<file path="src/rtl/aar_pkg.sv">
package aar_pkg;

  localparam int FieldW = 16;
  localparam int CordW = 34;
  localparam int AngW = 14;
  localparam int SumW = 72;
  localparam int DefFracBits = 14;
  localparam int DefCordicStages = 16;

  localparam int HalfTurnQ = 11520;
  localparam int FullTurnQ = 23040;
  localparam int QuarterTurnQ = 5760;
  localparam int RadPerDegQ32 = 74961321;
  localparam int CordicGainInv = 652032874;
  localparam int OneQ30 = 1 << 30;

  // Data handed from one CORDIC cell to the next
  typedef struct packed {
    logic                     valid;
    logic                     neg_cos;
    logic signed [CordW-1:0]  x;
    logic signed [CordW-1:0]  y;
    logic signed [CordW-1:0]  z;
    logic signed [FieldW-1:0] ax;
    logic signed [FieldW-1:0] ay;
    logic signed [FieldW-1:0] az;
  } cell_t;

  // Arctangent of 2^-i in Q2.30, zero past the table
  function automatic logic signed [CordW-1:0] atan_q30(input int i);
    logic signed [CordW-1:0] v;
    case (i)
      0: v = 34'sd843314856;
      1: v = 34'sd497837829;
      2: v = 34'sd263043836;
      3: v = 34'sd133525158;
      4: v = 34'sd67021686;
      5: v = 34'sd33543515;
      6: v = 34'sd16775850;
      7: v = 34'sd8388437;
      8: v = 34'sd4194282;
      9: v = 34'sd2097149;
      10: v = 34'sd1048575;
      11: v = 34'sd524287;
      12: v = 34'sd262143;
      13: v = 34'sd131071;
      14: v = 34'sd65535;
      15: v = 34'sd32767;
      16: v = 34'sd16383;
      17: v = 34'sd8191;
      18: v = 34'sd4095;
      19: v = 34'sd2047;
      20: v = 34'sd1023;
      21: v = 34'sd511;
      22: v = 34'sd255;
      23: v = 34'sd127;
      default: v = '0;
    endcase
    return v;
  endfunction

  // Round a Q(30+F) sum to Q2.F and saturate to 16 bits
  function automatic logic signed [FieldW-1:0] round_sat(input logic signed [SumW-1:0] sum);
    logic signed [SumW-1:0] v;
    logic signed [FieldW-1:0] r;
    v = (sum + SumW'(OneQ30 / 2)) >>> 30;
    if (v > SumW'(32767)) begin
      r = 16'sh7fff;
    end else if (v < -SumW'(32768)) begin
      r = 16'sh8000;
    end else begin
      r = v[FieldW-1:0];
    end
    return r;
  endfunction

endpackage

</file>
<file path="src/rtl/aar_reduce.sv">
module aar_reduce
  import aar_pkg::*;
(
  input  logic                     clk_i,
  input  logic                     rst_ni,
  input  logic                     adv_i,
  input  logic                     in_valid_i,
  input  logic signed [FieldW-1:0] angle_deg_i,
  input  logic signed [FieldW-1:0] axis_x_i,
  input  logic signed [FieldW-1:0] axis_y_i,
  input  logic signed [FieldW-1:0] axis_z_i,
  output cell_t                    cell_o
);

  logic signed [FieldW:0]   r;
  logic                     neg_d;
  logic                     valid_q;
  logic                     neg_q;
  logic signed [AngW-1:0]   t_q;
  logic signed [FieldW-1:0] ax_q, ay_q, az_q;
  logic signed [43:0]       prod;
  cell_t                    cell_d, cell_q;

  // Fold the angle into plus or minus 90 degrees, flag a negated cosine
  always_comb begin
    r = (FieldW + 1)'(angle_deg_i);
    neg_d = 1'b0;
    if (r >= (FieldW + 1)'(FullTurnQ)) begin
      r = r - (FieldW + 1)'(FullTurnQ);
    end else if (r <= -(FieldW + 1)'(FullTurnQ)) begin
      r = r + (FieldW + 1)'(FullTurnQ);
    end
    if (r > (FieldW + 1)'(HalfTurnQ)) begin
      r = r - (FieldW + 1)'(FullTurnQ);
    end
    if (r <= -(FieldW + 1)'(HalfTurnQ)) begin
      r = r + (FieldW + 1)'(FullTurnQ);
    end
    if (r > (FieldW + 1)'(QuarterTurnQ)) begin
      r = (FieldW + 1)'(HalfTurnQ) - r;
      neg_d = 1'b1;
    end else if (r < -(FieldW + 1)'(QuarterTurnQ)) begin
      r = -(FieldW + 1)'(HalfTurnQ) - r;
      neg_d = 1'b1;
    end
  end

  always_ff @(posedge clk_i or negedge rst_ni) begin
    if (!rst_ni) begin
      valid_q <= 1'b0;
    end else if (adv_i) begin
      valid_q <= in_valid_i;
    end
  end

  always_ff @(posedge clk_i) begin
    if (adv_i) begin
      t_q  <= r[AngW-1:0];
      neg_q <= neg_d;
      ax_q <= axis_x_i;
      ay_q <= axis_y_i;
      az_q <= axis_z_i;
    end
  end

  // Convert degrees to Q2.30 radians
  always_comb begin
    prod = 44'(t_q) * 44'(RadPerDegQ32);
    cell_d.valid   = valid_q;
    cell_d.neg_cos = neg_q;
    cell_d.x       = CordW'(CordicGainInv);
    cell_d.y       = '0;
    cell_d.z       = CordW'((prod + 44'sd128) >>> 8);
    cell_d.ax      = ax_q;
    cell_d.ay      = ay_q;
    cell_d.az      = az_q;
  end

  always_ff @(posedge clk_i or negedge rst_ni) begin
    if (!rst_ni) begin
      cell_q <= '0;
    end else if (adv_i) begin
      cell_q <= cell_d;
    end
  end

  assign cell_o = cell_q;

endmodule

</file>
<file path="config.mk">
export PLATFORM = sky130hd
export DESIGN_NAME = aar_reduce
export DESIGN_NICKNAME = d
export VERILOG_FILES = /design/src/rtl/aar_pkg.sv /design/src/rtl/aar_reduce.sv
export SDC_FILE = /design/constraint.sdc
export NUM_CORES = 1
export LEC_CHECK = 0
export ABC_AREA = 1
export BUFFER_PORTS_ARGS = -buffer_cell sky130_fd_sc_hd__buf_2
export CAP_MARGIN = 15
export CORE_MARGIN = 1.5
export CORE_UTILIZATION = 49
export DETAILED_ROUTE_END_ITERATION = 16
export PLACE_DENSITY = 0.71
export SLEW_MARGIN = 40
export SYNTH_ARGS = -nofsm -noshare
export SYNTH_HDL_FRONTEND = slang
export SYNTH_SLANG_ARGS = --single-unit
</file>
<file path="constraint.sdc">
create_clock -name clk_i -period 17.1 [get_ports clk_i]
set_input_delay 2.565 -clock clk_i [delete_from_list [all_inputs] [get_ports clk_i]]
set_output_delay 2.565 -clock clk_i [all_outputs]
set_load 0.01 [all_outputs]
</file>
# Word level (Yosys, flattened, before mapping)
# Cells that the tools add are included.
# word_totals
mem_bits_rw	0
in_bits	68
out_inout_bits	152
rom_bits	0
mem_count	0
reg_bits	149
latch_bits	0
wordCells	34
# classes
shifts	0
eq_ne	0
div	0
add_sub_neg	7
bitwise_logic	0
multipliers	1
n_lt_le_gt_ge	6
mux	7
reduce_logical	0
# op_table
cell	count
two-way mux 17 bit	4
adder 42 x 9 -> 42 bit (second input constant)	1
multiplier 14 x 28 -> 42 bit (second input constant)	1
two-way mux 14 bit	2
subtractor 14 bit (first input constant)	2
adder 16 x 16 -> 17 bit (second input constant)	1
adder 17 x 16 -> 17 bit (second input constant)	1
> comparator 17 x 14 -> 1 bit (second input constant)	1
> comparator 17 x 15 -> 1 bit (second input constant)	1
less-or-equal comparator 17 x 15 -> 1 bit (second input constant)	1
less-than comparator 17 x 14 -> 1 bit (second input constant)	1
subtractor 16 x 16 -> 17 bit (second input constant)	1
subtractor 17 x 16 -> 17 bit (second input constant)	1
>= comparator 16 bit (second input constant)	1
less-or-equal comparator 16 bit (second input constant)	1
two-way mux 1 bit	1

# Depth between registers and ports, before layout
# depth
ltp_word	10
depth_mapped	39
mapped_depth_nobuf	38

# Worst setup path after synthesis
# No wires, ideal clock.
# synth_path
kind	input to register
startpoint	input angle_deg_i[10]
endpoint	register t_q[13], data pin
required_ps	16848
slack_ps	11164
arrival_time_ps	5683
path_stages	35
path_buffers	2
setup_time_ps	252
cell_sequence	inv_1 > ha_1 > inv_1 > nand3_1 > nand2_1 > nand3_1 > nand2_4 > a21oi_1 > nand3_1 > nor2_1 > a21oi_4 > nand2_4 > nand2_1 > and2_1 > buf_2 > ha_1 > nand2_1 > inv_1 > nand2_1 > nand2_1 > nand2_1 > nand2_2 > nand2_4 > nand3_1 > nand2_4 > nand3_2 > nand2_1 > nand2_1 > nand2_2 > nand2_2 > buf_6 > nand2_1 > nand2_1 > nand2_1 > nand2_1
# synth_via
elab_chain_cells	10
word_cells_on_any_way	18
cone_classes	add/sub: 6; order compare: 6; mux: 6
# synth_lines
element	line_no	source
from (decl)	aar_reduce.sv:8	input logic signed [FieldW-1:0] angle_deg_i,
adder 16 x 16 -> 17 bit or less-or-equal comparator 16 bit (tied branches)	aar_reduce.sv:31, aar_reduce.sv:30	
two-way mux 17 bit	aar_reduce.sv:30	end else if (r <= -(FieldW + 1)'(FullTurnQ)) begin
two-way mux 17 bit *	aar_reduce.sv:28	if (r >= (FieldW + 1)'(FullTurnQ)) begin
subtractor 17 x 16 -> 17 bit or > comparator 17 x 15 -> 1 bit (tied branches)	aar_reduce.sv:34, aar_reduce.sv:33	
two-way mux 17 bit *	aar_reduce.sv:33	if (r > (FieldW + 1)'(HalfTurnQ)) begin
adder 17 x 16 -> 17 bit or less-or-equal comparator 17 x 15 -> 1 bit (tied branches)	aar_reduce.sv:37, aar_reduce.sv:36	
two-way mux 17 bit *	aar_reduce.sv:36	if (r <= -(FieldW + 1)'(HalfTurnQ)) begin
subtractor 14 bit or less-than comparator 17 x 14 -> 1 bit (tied branches)	aar_reduce.sv:43, aar_reduce.sv:42	
two-way mux 14 bit	aar_reduce.sv:42	end else if (r < -(FieldW + 1)'(QuarterTurnQ)) begin
two-way mux 14 bit *	aar_reduce.sv:39	if (r > (FieldW + 1)'(QuarterTurnQ)) begin
net r[13]	aar_reduce.sv:15	logic signed [FieldW:0] r;
to (signal assigned)	aar_reduce.sv:58	t_q <= r[AngW-1:0];
to (decl)	aar_reduce.sv:19	logic signed [AngW-1:0] t_q;
# The timed path passes the listed nets; every way through them passes the cells marked *.
# A chain may end at the register's enable or synchronous reset.

# Worst setup path in the final report
# layout_path
startpoint	register t_q[3]
endpoint	register cell_q, in the netlist cell_o[81]
# layout_via
elab_chain_cells	2
# layout_lines
element	line_no	source
multiplier 14 x 28 -> 42 bit	aar_reduce.sv:68	prod = 44'(t_q) * 44'(RadPerDegQ32);
adder 42 x 9 -> 42 bit	aar_reduce.sv:73	cell_d.z = CordW'((prod + 44'sd128) >>> 8);
to (signal assigned)	aar_reduce.sv:83	cell_q <= cell_d;
to (decl)	aar_reduce.sv:22	cell_t cell_d, cell_q;
# No other way between the ends.

==> results_dict.tcl <==
set metrics [dict create \
    grt_pass1_vias 9420 \
    worstMarginPinSlew_ns 0.641 \
    coreArea_sq_um 26900 \
    end_kind "register" \
    cpMaxStageDelayCell "fa_1" \
    cts_resized 0 \
    cp_num_buf_inv 4 \
    period_share_pct 38.7 \
    synth_area_sq_um 13400 \
    hold_viol_final 0 \
    synthDistinctLibCells 49 \
    insertion_delay_ns 0.42 \
    slowest_delay_ns 0.67 \
    crit_required_ns 17.44 \
    fp.dieW_microns 168 \
    path_class "register to register" \
    outcome "finished, final reports clean" \
    grt_pass1_wl_microns 46500 \
    worst_slack_ns 10.49 \
    ios 220 \
    overflow 0 \
    cts_buffer_depth 2 \
    maxCapViolCount 0 \
    diodes 0 \
    ff_latch_area_sq_um 4040 \
    drt-total-wl_microns 28200 \
    drc 0 \
    holdBufCountCts 0 \
    root_buffer "clkbuf_16" \
    syn-instance-count 1461 \
    cp_common_cell "fa_1" \
    drive_gt1_share_pct 17.1 \
    worstHoldEndpoint "cell_o[36]" \
    hpwlAfterDp_microns 22900 \
    fin_tns_setup_ns 0 \
    whs_ns 0.440 \
    synthSimpleGateAreaFrac_pct 17.7 \
    reg2reg_slack_ns 10.49 \
    period_minus_slack_ns 6.61 \
    r2r-end "cell_o[81]" \
    holdPathStages 2 \
    pre_cts_slack_ns 10.48 \
    synth_adder_area_share_pct 32.8 \
    clock_sinks 149 \
    synth_compound_area_share_pct 5.40 \
    min-delay-start "ax_q[4]" \
    setup_violations 0 \
    maxSlewHeadroom_pct 57.2 \
    vias 9553 \
    cp_top_family "adder cells" \
    postSynth.asyncResetShare_pct 57.7 \
    rr_worst_depth 24 \
    drt_iter0_drc 632 \
    synth_mux_area_share_pct 0 \
    grt_util_all_layers_pct 20.5 \
    cp.arrival_ns 6.96 \
    nFillCells 2413 \
    hold_path.class "register to register" \
    cts_tree "yes" \
    cts_made_buffers 17 \
    htreeDepth 4 \
    synth-edff-count 63 \
    worstReg2RegStart "t_q[3]" \
    rsz0062_at_grt "no" \
    synth_xor_xnor_area_share_pct 2.94 \
    yosysWarnings 0 \
    synth_top_family_by_area "adder cells" \
    initial_core_util_pct 49.7 \
    synth.avg_cell_area_sq_um 9.15 \
    wl_per_cell_microns 14.4 \
    synth_flop_cell "dfrtp_1" \
    crit_chain "fa_1 > fa_1 > inv_1 > fa_1 > fa_1 > fa_1 > inv_1 > fa_1 > ha_1 > nand2_1 > nor2_1 > a211oi_1 > o211ai_1 > a21oi_1 > o31ai_1 > a21oi_1 > inv_1 > a21oi_1 > inv_1 > nand2_1 > nand2_1 > a21oi_1 > o21ai_0 > a31oi_1" \
    clk_pin_slew_ns 0.07 \
    post-cts-setup-buffer-count 0 \
    post_drt_via_cell_ratio 4.86 \
    fin_skew_ns 0.0144 \
    fmax_mhz 151 \
    antenna_found_initial 0 \
    ys_seq_elements 149 \
    startpoint "t_q[3]" \
    ant_nets 0 \
    drv_slew 0 \
    die_area_sq_um 28300 \
    syn_to_final_growth_pct 10.8 \
    drt_pass1_iterations 5 \
    grt_max_degree 72 \
    seq_area_frac_synth_pct 30.3 \
    place_congestion 0.961 \
    path_max_fanout 10 \
    num_rows 60 \
    die_h_microns 168 \
    port_buffers 169 \
    startpoint_type "register" \
    multi_input_area_sq_um 8060 \
    nets 1956 \
    finish.utilization_pct 55.1 \
]
[logic make-up (layout without fill, tap and decap cells)]
logic type,after synthesis,in the layout
adders and majority gates,278,278
AOI/OAI and AO/OA,129,129
buffers and inverters,314,427
xor gates and xnor gates,44,44
other,1,50
and+or+nand+nor,546,546
DFF,149,149
[layer usage]
metal | wire, microns | GRT usage (%) | up-vias | share of wire [%]
met2 | 13600 | 34.6 | 255 | 48
met3 | 1220 | 2.80 | 30 | 4.3
met1 | 12900 | 27.6 | 4465 | 46
li1 | - | - | 4803 | -
met5 | 0 | 0 | - | 0
met4 | 531 | 6.13 | 0 | 1.9
[registers in the layout, summed over array words and instances (netlist names)]
signal	count
ay_q	16
neg_q	1
ax_q	16
t_q	14
cell_o	85
az_q	16
valid_q	1
[cells in the mapped netlist, types with 2 or more instances]
library cell / number / area [sq um]
a211oi_1: 3 / 22.5
a21o_1: 3 / 22.5
a21oi_1: 50 / 250
a31oi_1: 11 / 68.8
buf_2: 3 / 15.0
buf_4: 69 / 518
clkbuf_1: 19 / 71.3
dfrtp_1: 86 / 2150
edfxtp_1: 63 / 1890
fa_1: 121 / 2420
ha_1: 157 / 1960
inv_1: 205 / 769
inv_2: 14 / 52.6
nand2_1: 375 / 1410
nand2_2: 24 / 150
nand2_4: 7 / 78.8
nand3_1: 50 / 250
nand3_2: 4 / 40.0
nand3b_1: 3 / 22.5
nand4_1: 4 / 25.0
nor2_1: 54 / 203
nor2_4: 3 / 33.8
nor3_1: 5 / 25.0
o211ai_1: 2 / 15.0
o21ai_0: 44 / 220
o21ai_1: 4 / 20.0
o21ai_2: 2 / 17.5
o21bai_1: 3 / 22.5
o31ai_1: 2 / 15.0
or2_2: 11 / 68.8
xnor2_1: 16 / 140
xor2_1: 27 / 236
[cell type report]
class | count | share of cell area, %
multi-input cells | 1047 | 54.4
repair buffers | 174 | 6.11
clock inverters | 13 | 0.743
clock buffers | 19 | 2.99
flip-flops and latches | 149 | 27.3
well taps | 341 | 2.88
inverters | 221 | 5.62
[through the flow]
stage,instances,cell area (sq um)
final,1964,14800
after global routing,1964,14800
after CTS,1964,14800
after detailed placement,1932,14300
after global placement,1931,14200
after floorplan,1510,13600
[placed cells by master, fill, tap and decap left out, types with 15 or more instances in the layout]
cell / instances
nand2_1: 375
fa_1: 121
conb_1: 50
clkbuf_16: 17
edfxtp_1: 63
dfrtp_1: 86
xnor2_1: 16
xor2_1: 27
buf_2: 167
inv_1: 204
nand3_1: 50
inv_2: 15
ha_1: 157
a21oi_1: 50
nor2_1: 54
nand2_2: 24
o21ai_0: 44
[tightest hold or removal path: cells and delay by family, from the launching register on]
kind	cells	cell delay, ns
flip-flops	1	0.32
AND/OR/NAND/NOR	2	0.10
[worst max-delay path by stage]
stage            endpoint  cells past startpoint
6_report       cell_o[81]                     24
5_1_grt        cell_o[81]                     24
4_1_cts        cell_o[81]                     24
3_5_place_dp       t_q[2]                     37
3_3_place_gp       t_q[2]                     37
2_1_floorplan     t_q[13]                     35
Power is not shown: default switching activity piles up to over one toggle a cycle in this logic, so the estimate is an artifact.
